**config.mk**
```make
export PLATFORM = sky130hd
export DESIGN_NAME = turn_signal_flasher_controller
export DESIGN_NICKNAME = d
export VERILOG_FILES = /design/src/tsf_pkg.sv /design/src/turn_signal_flasher_controller.sv /design/src/tsf_datapath.sv /design/src/tsf_ctrl.sv
export SDC_FILE = /design/constraint.sdc
export NUM_CORES = 2
export LEC_CHECK = 0
export BUFFER_PORTS_ARGS = -buffer_cell sky130_fd_sc_hd__buf_2
export CAP_MARGIN = 40
export CORE_MARGIN = 2
export CORE_UTILIZATION = 30
export DETAILED_ROUTE_END_ITERATION = 8
export PLACE_DENSITY = 0.47
export SETUP_SLACK_MARGIN = 0.3
export SYNTH_ARGS = -nofsm -noshare
export SYNTH_HDL_FRONTEND = slang
export SYNTH_SLANG_ARGS = --single-unit
```
**constraint.sdc**
```tcl
create_clock -name i_clk -period 20.4 [get_ports i_clk]
set_clock_uncertainty 0.2 [all_clocks]
set_input_delay 1.02 -clock i_clk [delete_from_list [all_inputs] [get_ports i_clk]]
set_output_delay 1.02 -clock i_clk [all_outputs]
set_load 0.05 [all_outputs]
```
**src/tsf_pkg.sv**
```systemverilog
package tsf_pkg;

    localparam int TIME_BITS = 32;

    localparam logic [2:0] M_OFF    = 3'd0;
    localparam logic [2:0] M_LANE_L = 3'd1;
    localparam logic [2:0] M_LANE_R = 3'd2;
    localparam logic [2:0] M_NORM_L = 3'd3;
    localparam logic [2:0] M_NORM_R = 3'd4;
    localparam logic [2:0] M_HAZ    = 3'd5;

    localparam logic [2:0] CFG_STEP     = 3'd0;
    localparam logic [2:0] CFG_DEBOUNCE = 3'd1;
    localparam logic [2:0] CFG_LONG     = 3'd2;
    localparam logic [2:0] CFG_HAZ_MIN  = 3'd3;
    localparam logic [2:0] CFG_LANE     = 3'd4;
    localparam logic [2:0] CFG_HAZ_HALF = 3'd5;
    localparam logic [2:0] CFG_GRACE    = 3'd6;

    // blink period = 511500 / (1023 + 9 * speed), quotient fits 9 bits
    localparam int DIVIDEND = 511500;
    localparam int DIV_BITS = 19;
    localparam int DEN_BITS = 14;
    localparam int QUO_BITS = 9;
    localparam int CNT_BITS = 5;

    typedef struct packed {
        logic div_start;
        logic step_go;
    } t_cmd;

    typedef struct packed {
        logic div_done;
        logic step_done;
    } t_status;

endpackage

```
**src/turn_signal_flasher_controller.sv**
```systemverilog
// flow: each input beat goes through the divide, step and wait states before the result beat
// the blink period comes from a 9-step divider that runs for every input beat
// one item at a time; the next is taken once the result beat has gone
// reset: synchronous active low, registers to defaults, block locked, time zero
module turn_signal_flasher_controller
    import tsf_pkg::*;
(
    input  logic        i_clk,
    input  logic        i_rst_n,
    input  logic        i_in_valid,
    output logic        o_in_ready,
    input  logic        i_left_level,
    input  logic        i_right_level,
    input  logic        i_hazard_level,
    input  logic [9:0]  i_speed_setting,
    output logic        o_out_valid,
    input  logic        i_out_ready,
    output logic        o_left_lamp,
    output logic        o_right_lamp,
    output logic [2:0]  o_active_mode,
    output logic        o_left_held,
    output logic        o_right_held,
    output logic        o_hazard_held,
    output logic        o_is_locked,
    input  logic        i_cfg_valid,
    output logic        o_cfg_ready,
    input  logic [2:0]  i_cfg_index,
    input  logic [15:0] i_cfg_data
);

    t_cmd    cmd;
    t_status status;
    logic    load;

    assign o_cfg_ready = 1'b1;

    tsf_ctrl u_ctrl (
        .i_clk, .i_rst_n, .i_in_valid, .o_in_ready, .o_out_valid, .i_out_ready,
        .i_status(status), .o_cmd(cmd), .o_load(load)
    );

    tsf_datapath u_dp (
        .i_clk, .i_rst_n, .i_cmd(cmd), .o_status(status),
        .i_cfg_we(i_cfg_valid), .i_cfg_index, .i_cfg_data, .i_load(load),
        .i_left_level, .i_right_level, .i_hazard_level, .i_speed_setting,
        .o_left_lamp, .o_right_lamp, .o_active_mode, .o_left_held,
        .o_right_held, .o_hazard_held, .o_is_locked
    );

endmodule

```
**src/tsf_datapath.sv**
```systemverilog
module tsf_datapath
    import tsf_pkg::*;
(
    input  logic        i_clk,
    input  logic        i_rst_n,
    input  t_cmd        i_cmd,
    output t_status     o_status,
    input  logic        i_cfg_we,
    input  logic [2:0]  i_cfg_index,
    input  logic [15:0] i_cfg_data,
    input  logic        i_load,
    input  logic        i_left_level,
    input  logic        i_right_level,
    input  logic        i_hazard_level,
    input  logic [9:0]  i_speed_setting,
    output logic        o_left_lamp,
    output logic        o_right_lamp,
    output logic [2:0]  o_active_mode,
    output logic        o_left_held,
    output logic        o_right_held,
    output logic        o_hazard_held,
    output logic        o_is_locked
);

    typedef logic [TIME_BITS-1:0] t_time;

    logic [7:0]  r_step, r_deb;
    logic [15:0] r_long, r_hmin, r_lane, r_hhalf, r_grace;

    logic [2:0] r_lvl;

    t_time      r_now;
    t_time      r_st [6];
    logic [5:0] r_sl;
    logic [2:0] r_held;
    t_time      r_pt [3];
    t_time      r_rt [3];
    logic [2:0] r_src [3];
    logic [2:0] r_prev;
    logic [3:0] r_ltc [2];
    logic [1:0] r_lfc [2];
    t_time      r_ltt [2];
    t_time      r_btt [2];
    t_time      r_htt;
    logic [1:0] r_lamp;
    logic       r_locked;
    logic [2:0] r_usp, r_usr;
    logic [2:0] r_mode;
    logic       r_sdone;

    // shift-subtract divider for the blink period
    logic [DIV_BITS-1:0] r_rem;
    logic [DEN_BITS-1:0] r_den;
    logic [QUO_BITS-1:0] r_quo;
    logic [CNT_BITS-1:0] r_cnt;
    logic                r_busy, r_ddone;
    logic [DIV_BITS-1:0] rem_sh;
    logic [DIV_BITS+QUO_BITS-1:0] den_sh;
    logic [DIV_BITS+QUO_BITS:0]   trial;

    always_comb begin
        rem_sh = r_rem;
        den_sh = {{(DIV_BITS+QUO_BITS-DEN_BITS){1'b0}}, r_den} << r_cnt;
        trial  = {{(QUO_BITS+1){1'b0}}, rem_sh} - {1'b0, den_sh};
    end

    always_ff @(posedge i_clk) begin
        if (!i_rst_n) begin
            r_busy  <= 1'b0;
            r_ddone <= 1'b0;
            r_cnt   <= '0;
        end else begin
            r_ddone <= 1'b0;
            if (i_cmd.div_start) begin
                r_rem  <= DIV_BITS'(DIVIDEND);
                r_den  <= DEN_BITS'(14'd1023 + 14'(i_speed_setting) * 14'd9);
                r_quo  <= '0;
                r_cnt  <= CNT_BITS'(QUO_BITS - 1);
                r_busy <= 1'b1;
            end else if (r_busy) begin
                if (!trial[DIV_BITS+QUO_BITS]) r_rem <= trial[DIV_BITS-1:0];
                r_quo <= {r_quo[QUO_BITS-2:0], ~trial[DIV_BITS+QUO_BITS]};
                if (r_cnt == '0) begin
                    r_busy  <= 1'b0;
                    r_ddone <= 1'b1;
                end else begin
                    r_cnt <= r_cnt - 1'b1;
                end
            end
        end
    end

    assign o_status.div_done = r_ddone;

    always_ff @(posedge i_clk) begin
        if (i_load) begin
            r_lvl   <= {i_hazard_level, i_right_level, i_left_level};
        end
    end

    function automatic t_time since(t_time now, t_time t);
        return now - t;
    endfunction

    always_ff @(posedge i_clk) begin
        logic       f;
        logic [2:0] mode;
        t_time      period;
        int         s;
        if (!i_rst_n) begin
            r_step <= 8'd10; r_deb <= 8'd20; r_long <= 16'd500; r_hmin <= 16'd200;
            r_lane <= 16'd100; r_hhalf <= 16'd500; r_grace <= 16'd100;
            r_now <= '0; r_sl <= '0; r_held <= '0; r_prev <= M_OFF;
            r_htt <= '0; r_lamp <= '0; r_locked <= 1'b1; r_usp <= '0; r_usr <= '0;
            r_mode <= M_OFF;
            for (int i = 0; i < 6; i++) r_st[i] <= '0;
            for (int i = 0; i < 3; i++) begin
                r_pt[i] <= '0; r_rt[i] <= '0; r_src[i] <= M_OFF;
            end
            for (int i = 0; i < 2; i++) begin
                r_ltc[i] <= '0; r_lfc[i] <= '0; r_ltt[i] <= '0; r_btt[i] <= '0;
            end
        end else begin
            if (i_cfg_we) begin
                case (i_cfg_index)
                    CFG_STEP:     r_step  <= i_cfg_data[7:0];
                    CFG_DEBOUNCE: r_deb   <= i_cfg_data[7:0];
                    CFG_LONG:     r_long  <= i_cfg_data;
                    CFG_HAZ_MIN:  r_hmin  <= i_cfg_data;
                    CFG_LANE:     r_lane  <= i_cfg_data;
                    CFG_HAZ_HALF: r_hhalf <= i_cfg_data;
                    CFG_GRACE:    r_grace <= i_cfg_data;
                    default: ;
                endcase
            end
            if (i_cmd.step_go) begin
                // blocking copies give the sequential semantics of one step
                automatic t_time      st [6] = r_st;
                automatic logic [5:0] sl = r_sl;
                automatic logic [2:0] held = r_held;
                automatic t_time      pt [3] = r_pt;
                automatic t_time      rt [3] = r_rt;
                automatic logic [2:0] src [3] = r_src;
                automatic logic [3:0] ltc [2] = r_ltc;
                automatic logic [1:0] lfc [2] = r_lfc;
                automatic t_time      ltt [2] = r_ltt;
                automatic t_time      btt [2] = r_btt;
                automatic t_time      htt = r_htt;
                automatic logic [1:0] lamp = r_lamp;
                automatic logic       locked = r_locked;
                automatic logic [2:0] usp = r_usp, usr = r_usr;
                automatic logic       stop = 1'b0;
                mode = M_OFF;
                period = t_time'(r_quo);
                if (locked) begin
                    for (int b = 0; b < 3; b++) begin
                        if (!stop) begin
                            for (int t = 0; t < 2; t++) begin
                                if (since(r_now, st[b*2+t]) >= t_time'(r_deb)) begin
                                    f = (t == 0) ? (!sl[b*2+t] && r_lvl[b])
                                                 : (sl[b*2+t] && !r_lvl[b]);
                                    sl[b*2+t] = r_lvl[b];
                                    st[b*2+t] = r_now;
                                    if (f && t == 0) usp[b] = 1'b1;
                                    if (f && t == 1) usr[b] = 1'b1;
                                end
                            end
                            if (usp[b] && usr[b]) begin
                                locked = 1'b0;
                                stop = 1'b1;
                            end
                        end
                    end
                end else begin
                    for (int b = 0; b < 3; b++) begin
                        if (!held[b]) begin
                            if (since(r_now, st[b*2]) >= t_time'(r_deb)) begin
                                f = !sl[b*2] && r_lvl[b];
                                sl[b*2] = r_lvl[b]; st[b*2] = r_now;
                                if (f) begin held[b] = 1'b1; pt[b] = r_now; end
                            end
                        end else begin
                            if (b < 2 && since(r_now, pt[b]) >= t_time'(r_long))
                                src[b] = (b == 1) ? M_NORM_R : M_NORM_L;
                            if (since(r_now, st[b*2+1]) >= t_time'(r_deb)) begin
                                f = sl[b*2+1] && !r_lvl[b];
                                sl[b*2+1] = r_lvl[b]; st[b*2+1] = r_now;
                                if (f) begin
                                    held[b] = 1'b0;
                                    if (b < 2) begin
                                        if (since(r_now, pt[b]) < t_time'(r_long))
                                            src[b] = (b == 1) ? M_LANE_R : M_LANE_L;
                                    end else if (since(r_now, pt[b]) >= t_time'(r_hmin))
                                        src[b] = (src[b] == M_HAZ) ? M_OFF : M_HAZ;
                                    rt[b] = r_now;
                                end
                            end
                        end
                    end
                    mode = src[0];
                    if (src[1] > mode) mode = src[1];
                    if (src[2] > mode) mode = src[2];
                    if (src[0] == M_LANE_L && src[1] == M_LANE_R && src[2] != M_HAZ)
                        mode = (r_prev == M_LANE_L) ? M_LANE_R : M_LANE_L;
                    case (mode)
                        M_LANE_L, M_LANE_R: begin
                            s = (mode == M_LANE_R) ? 1 : 0;
                            if (r_prev != mode) begin
                                lamp[1-s] = 1'b0; ltc[s] = '0; lfc[s] = '0;
                            end
                            if (since(r_now, ltt[s]) >= t_time'(r_lane)) begin
                                if (ltc[s] == 4'd0) lamp[s] = 1'b1;
                                else if (ltc[s] == 4'd3) lamp[s] = 1'b0;
                                if (ltc[s] == 4'd9) begin
                                    ltc[s] = '0; lfc[s] = lfc[s] + 2'd1;
                                end else ltc[s] = ltc[s] + 4'd1;
                                ltt[s] = r_now;
                            end
                            if (lfc[s] == 2'd3) begin
                                lfc[s] = '0; ltc[s] = '0; src[s] = M_OFF;
                            end
                        end
                        M_NORM_L, M_NORM_R: begin
                            s = (mode == M_NORM_R) ? 1 : 0;
                            lamp[1-s] = 1'b0;
                            if (since(r_now, btt[s]) >= period) begin
                                lamp[s] = ~lamp[s]; btt[s] = r_now;
                            end
                            if (since(r_now, rt[s]) >= t_time'(r_grace) && !held[s])
                                src[s] = M_OFF;
                        end
                        M_HAZ: begin
                            if (r_prev != M_HAZ) lamp = '0;
                            if (since(r_now, htt) >= t_time'(r_hhalf)) begin
                                lamp = ~lamp; htt = r_now;
                            end
                        end
                        default: if (r_prev != M_OFF) lamp = '0;
                    endcase
                    if (mode != r_prev) begin
                        if (r_prev == M_LANE_L || r_prev == M_NORM_L) src[0] = M_OFF;
                        else if (r_prev == M_LANE_R || r_prev == M_NORM_R) src[1] = M_OFF;
                        else if (r_prev == M_HAZ) src[2] = M_OFF;
                    end
                    r_prev <= mode;
                end
                r_st <= st; r_sl <= sl; r_held <= held; r_pt <= pt; r_rt <= rt;
                r_src <= src; r_ltc <= ltc; r_lfc <= lfc; r_ltt <= ltt; r_btt <= btt;
                r_htt <= htt; r_lamp <= lamp; r_locked <= locked;
                r_usp <= usp; r_usr <= usr; r_mode <= mode;
                r_now <= r_now + t_time'(r_step);
            end
        end
    end

    always_ff @(posedge i_clk) begin
        if (!i_rst_n) r_sdone <= 1'b0;
        else          r_sdone <= i_cmd.step_go;
    end

    assign o_status.step_done = r_sdone;

    assign o_left_lamp   = r_lamp[0];
    assign o_right_lamp  = r_lamp[1];
    assign o_active_mode = r_mode;
    assign o_left_held   = r_held[0];
    assign o_right_held  = r_held[1];
    assign o_hazard_held = r_held[2];
    assign o_is_locked   = r_locked;

endmodule

```
**src/tsf_ctrl.sv**
```systemverilog
module tsf_ctrl
    import tsf_pkg::*;
(
    input  logic    i_clk,
    input  logic    i_rst_n,
    input  logic    i_in_valid,
    output logic    o_in_ready,
    output logic    o_out_valid,
    input  logic    i_out_ready,
    input  t_status i_status,
    output t_cmd    o_cmd,
    output logic    o_load
);

    typedef enum logic [4:0] {
        S_IDLE = 5'b00001,
        S_DIV  = 5'b00010,
        S_STEP = 5'b00100,
        S_WAIT = 5'b01000,
        S_OUT  = 5'b10000
    } t_state;

    t_state r_state, n_state;

    assign o_in_ready    = (r_state == S_IDLE);
    assign o_load        = o_in_ready && i_in_valid;
    assign o_out_valid   = (r_state == S_OUT);
    assign o_cmd.div_start = (r_state == S_IDLE) && i_in_valid;
    assign o_cmd.step_go   = (r_state == S_STEP);

    always_comb begin
        n_state = r_state;
        case (r_state)
            S_IDLE: if (i_in_valid) n_state = S_DIV;
            S_DIV:  if (i_status.div_done) n_state = S_STEP;
            S_STEP: n_state = S_WAIT;
            S_WAIT: if (i_status.step_done) n_state = S_OUT;
            S_OUT:  if (i_out_ready) n_state = S_IDLE;
            default: n_state = S_IDLE;
        endcase
    end

    always_ff @(posedge i_clk) begin
        if (!i_rst_n) r_state <= S_IDLE;
        else          r_state <= n_state;
    end

endmodule

```
==> qor.yml <==
number_of_clock_buffers_inserted_by_tritoncts: 98
synth_area_per_cell_sq_um: 7.80
drc: 0
routed_via_density: 5.33
layout-drive-gt1-share_pct: 6.60
postCtsResizedCells: 0
timing.setup.critical_path_class: "reg2reg"
finalHoldViolations: 0
grt_setup_unrepaired: "false"
die_width_um: 450
antenna_found_initial: 6
ff_latch_area_sq_um: 15400
synth_cell_type_count: 113
first_global_vias: 52100
layout_utilization_pct: 33.7
setup_total_negative_slack_ns: 0
fp.dieH_um: 450
finalCritPeriodShare_pct: 84.0
ir_drop_mv: 0.0593
cts_root_buffer: "clkbuf_16"
tritoncts: "yes"
grt_first_pass_wirelength_um: 327000
timing.final.setup_violations: 0
worst_setup_path_end_kind: "flop"
timing.max_cap.violations: 0
critical_path_s_largest_stage_delay_ns: 0.76
synth_area_sq_um: 59600
syn-instance-count: 7633
tightestPinTransition_ns: 0.993
largest_net_degree_at_the_start_of_global_routing: 79
required_ns: 20.83
core_region_area_sq_um: 197000
ys.warnings.count: 0
routedWlPerCell_um: 21.1
synth-edff-count: 45
ant_nets: 0
critPathMostFrequentCell: "ha_1"
fraction_of_the_yosys_area_taken_by_sequential_cells_pct: 25.7
route.vias.total: 54900
clock_sink_count: 743
final_slew_violations: 0
detail_route.wirelength_um: 217000
die_area_sq_um: 202000
holdBufCountCts: 0
worstSetupStartpointType: "flop"
run_status: "finished clean"
post-cts-setup-buffers: 0
firstDrtPassIters: 6
post_cts_clock_slew_at_the_launch_and_capture_registers_of_the_worst_setup_and_hold_paths_ns: 0.06
timing.max_slew.rel_slack_pct: 33.2
num_io_pins: 49
place.detailed.hpwl_um: 159000
min_delay_path_class: "reg2reg"
power.density_cell_area_nw_per_um2: 55.0
total_routing_usage_gr_pct: 20.8
initial_utilization_pct: 30.2
synthToLayoutAreaGrowth_pct: 11.8
async_reset_ff_share_pct: 0
cts_htree_levels: 3
ys_dominant_reg_cell: "dfxtp_1"
std_cell_rows: 163
finalWeightedCongestion: 0.893
worst-endpoint-arrival_ns: 17.58
timing.critical_path.slowest_stage_cell: "or4_1"
grt_overflow: 0
postSynthNetCount: 8305
ys_seq_elements: 743
fmax_ghz: 0.0583
clock_path_buffers: 3
timing.critical_path.fanout_max: 26
buffer_ports.inserted: 47
final_nets: 8242
nFillCells: 21100
multi_input_comb_area_sq_um: 40600
p_leak_nw: 28.7
drt_iter0_drc: 4224
clock_latency_late_sink_ns: 0.75
timing.final.crit_period_ns: 17.14
## power by group
| part | leakage (nW) | switching, mW | total (mW) | internal, mW |
|---|---|---|---|---|
| clock network | 1.68 | 0.750 | 1.86 | 1.11 |
| registers | 6.06 | 0.0122 | 1.51 | 1.49 |
| logic | 20.9 | 0.192 | 0.303 | 0.111 |
| total | 28.7 | 0.954 | 3.66 | 2.71 |
## worst max-delay path: cells and delay by family (launching register included)
kind	cells	cell delay (ns)
XOR/XNOR	3	0.68
multiplexers	2	0.64
AND/OR/NAND/NOR	15	3.73
AO/OA/AOI/OAI	28	7.42
adder cells (fa/ha/maj)	8	2.31
flip-flops	1	0.31
buffers and inverters	7	1.67
## registers in the layout, indices dropped and copies added, names as in the netlist, 19 cells and up
signal	flops
u_dp.r_st	192
u_dp.r_pt	96
u_dp.r_btt	64
u_dp.r_ltt	64
u_dp.r_rt	64
u_dp.r_htt	32
u_dp.r_now	32
u_dp.r_rem	19
## Yosys cell counts, types with 18 or more instances
library cell	instances	area [sq um]
nor2_1	822	3090
nand2_1	813	3050
dfxtp_1	698	14000
inv_1	623	2340
ha_1	614	7680
a21oi_1	594	2970
mux2i_1	569	5700
o21ai_0	361	1810
clkbuf_1	312	1170
xnor2_1	153	1340
a21o_1	141	1060
nor3_1	135	676
nand3_1	133	666
nand2b_1	108	676
xor2_1	107	937
nand4_1	97	607
o211ai_1	96	721
nor2b_1	90	563
o21a_1	79	593
a211oi_1	69	518
a31oi_1	53	332
nor4_1	48	300
and3_1	45	282
edfxtp_1	45	1350
o22a_1	40	350
or3_1	39	244
o2111ai_1	38	333
o21bai_1	37	278
a211o_1	36	315
and2_1	32	200
a21boi_0	29	218
o31ai_1	28	210
o22ai_1	25	156
or2_2	25	156
a2111oi_0	24	210
nand3b_1	24	180
buf_2	23	115
nor3b_1	23	173
and4_1	21	184
fa_1	21	420
a221oi_1	18	158
## metal layers
layer	vias up	global-route usage (%)	wire [um]
met5	-	0	0
met4	0	6.01	6050
met3	224	2.55	9900
met2	1290	33.7	97500
met1	26300	28.6	103000
li1	27100	-	-
## cells by family after synthesis
| logic type | synth area share, % |
|---|---|
| AOI/OAI and AO/OA | 20.8 |
| and+or+nand+nor | 19.7 |
| other | 0.00630 |
| xor gates and xnor gates | 3.82 |
| DFF | 25.7 |
| buffers and inverters | 6.27 |
| muxes | 10.2 |
| adders and majority gates | 13.6 |
## layout make-up
cell class	instances	area share [%]
inverter	623	3.52
antenna	5	0.0188
sequential	743	23.1
tap	2640	4.96
timing repair buffer	194	2.27
clock inverter	45	0.829
multi-input combinational	5910	61.0
clock buffer	137	4.30
## path summary, 6_finish.rpt
check	startpoint	to	slack, ns	cells after the start
setup / recovery	u_dp.r_now[0]$_SDFFE_PN0P_	u_dp.r_ltc[7]$_SDFFE_PN0P_	3.26	63
hold / removal	u_dp.r_long[9]$_SDFFE_PN0P_	u_dp.r_long[9]$_SDFFE_PN0P_	0.25	2
setup reg to reg	u_dp.r_now[0]$_SDFFE_PN0P_	u_dp.r_ltc[7]$_SDFFE_PN0P_	3.26	63
hold reg to reg	u_dp.r_long[9]$_SDFFE_PN0P_	u_dp.r_long[9]$_SDFFE_PN0P_	0.25	2
## placed cells by master, fill, tap and decap left out, drive strengths merged, types with 54 or more instances in the layout
master	count
nand2b	108
o211ai	97
nand2	813
a21o	141
nand4	98
clkbuf	137
xor2	107
nand3	133
o21ai	372
nor3	136
inv	630
nor2	823
nor2b	91
o21a	79
dfxtp	698
a31oi	54
xnor2	153
mux2i	570
a21oi	596
buf	194
a211oi	70
ha	614
## per-stage QoR
step	hold slack, ns	setup WS, ns	total power, mW	cell area, sq um	cells
5_1_grt	0.268	1.88	3.81	66600	10300
3_5_place_dp	0.246	3.39	1.84	63200	10100
2_1_floorplan	0.225	5.72	1.74	59600	7633
6_report	0.253	3.26	3.66	66600	10300
4_1_cts	0.254	3.36	3.72	66600	10300
3_3_place_gp	0.237	3.31	1.83	62900	10100
No activity file was read; power rests on OpenSTA's default activity.
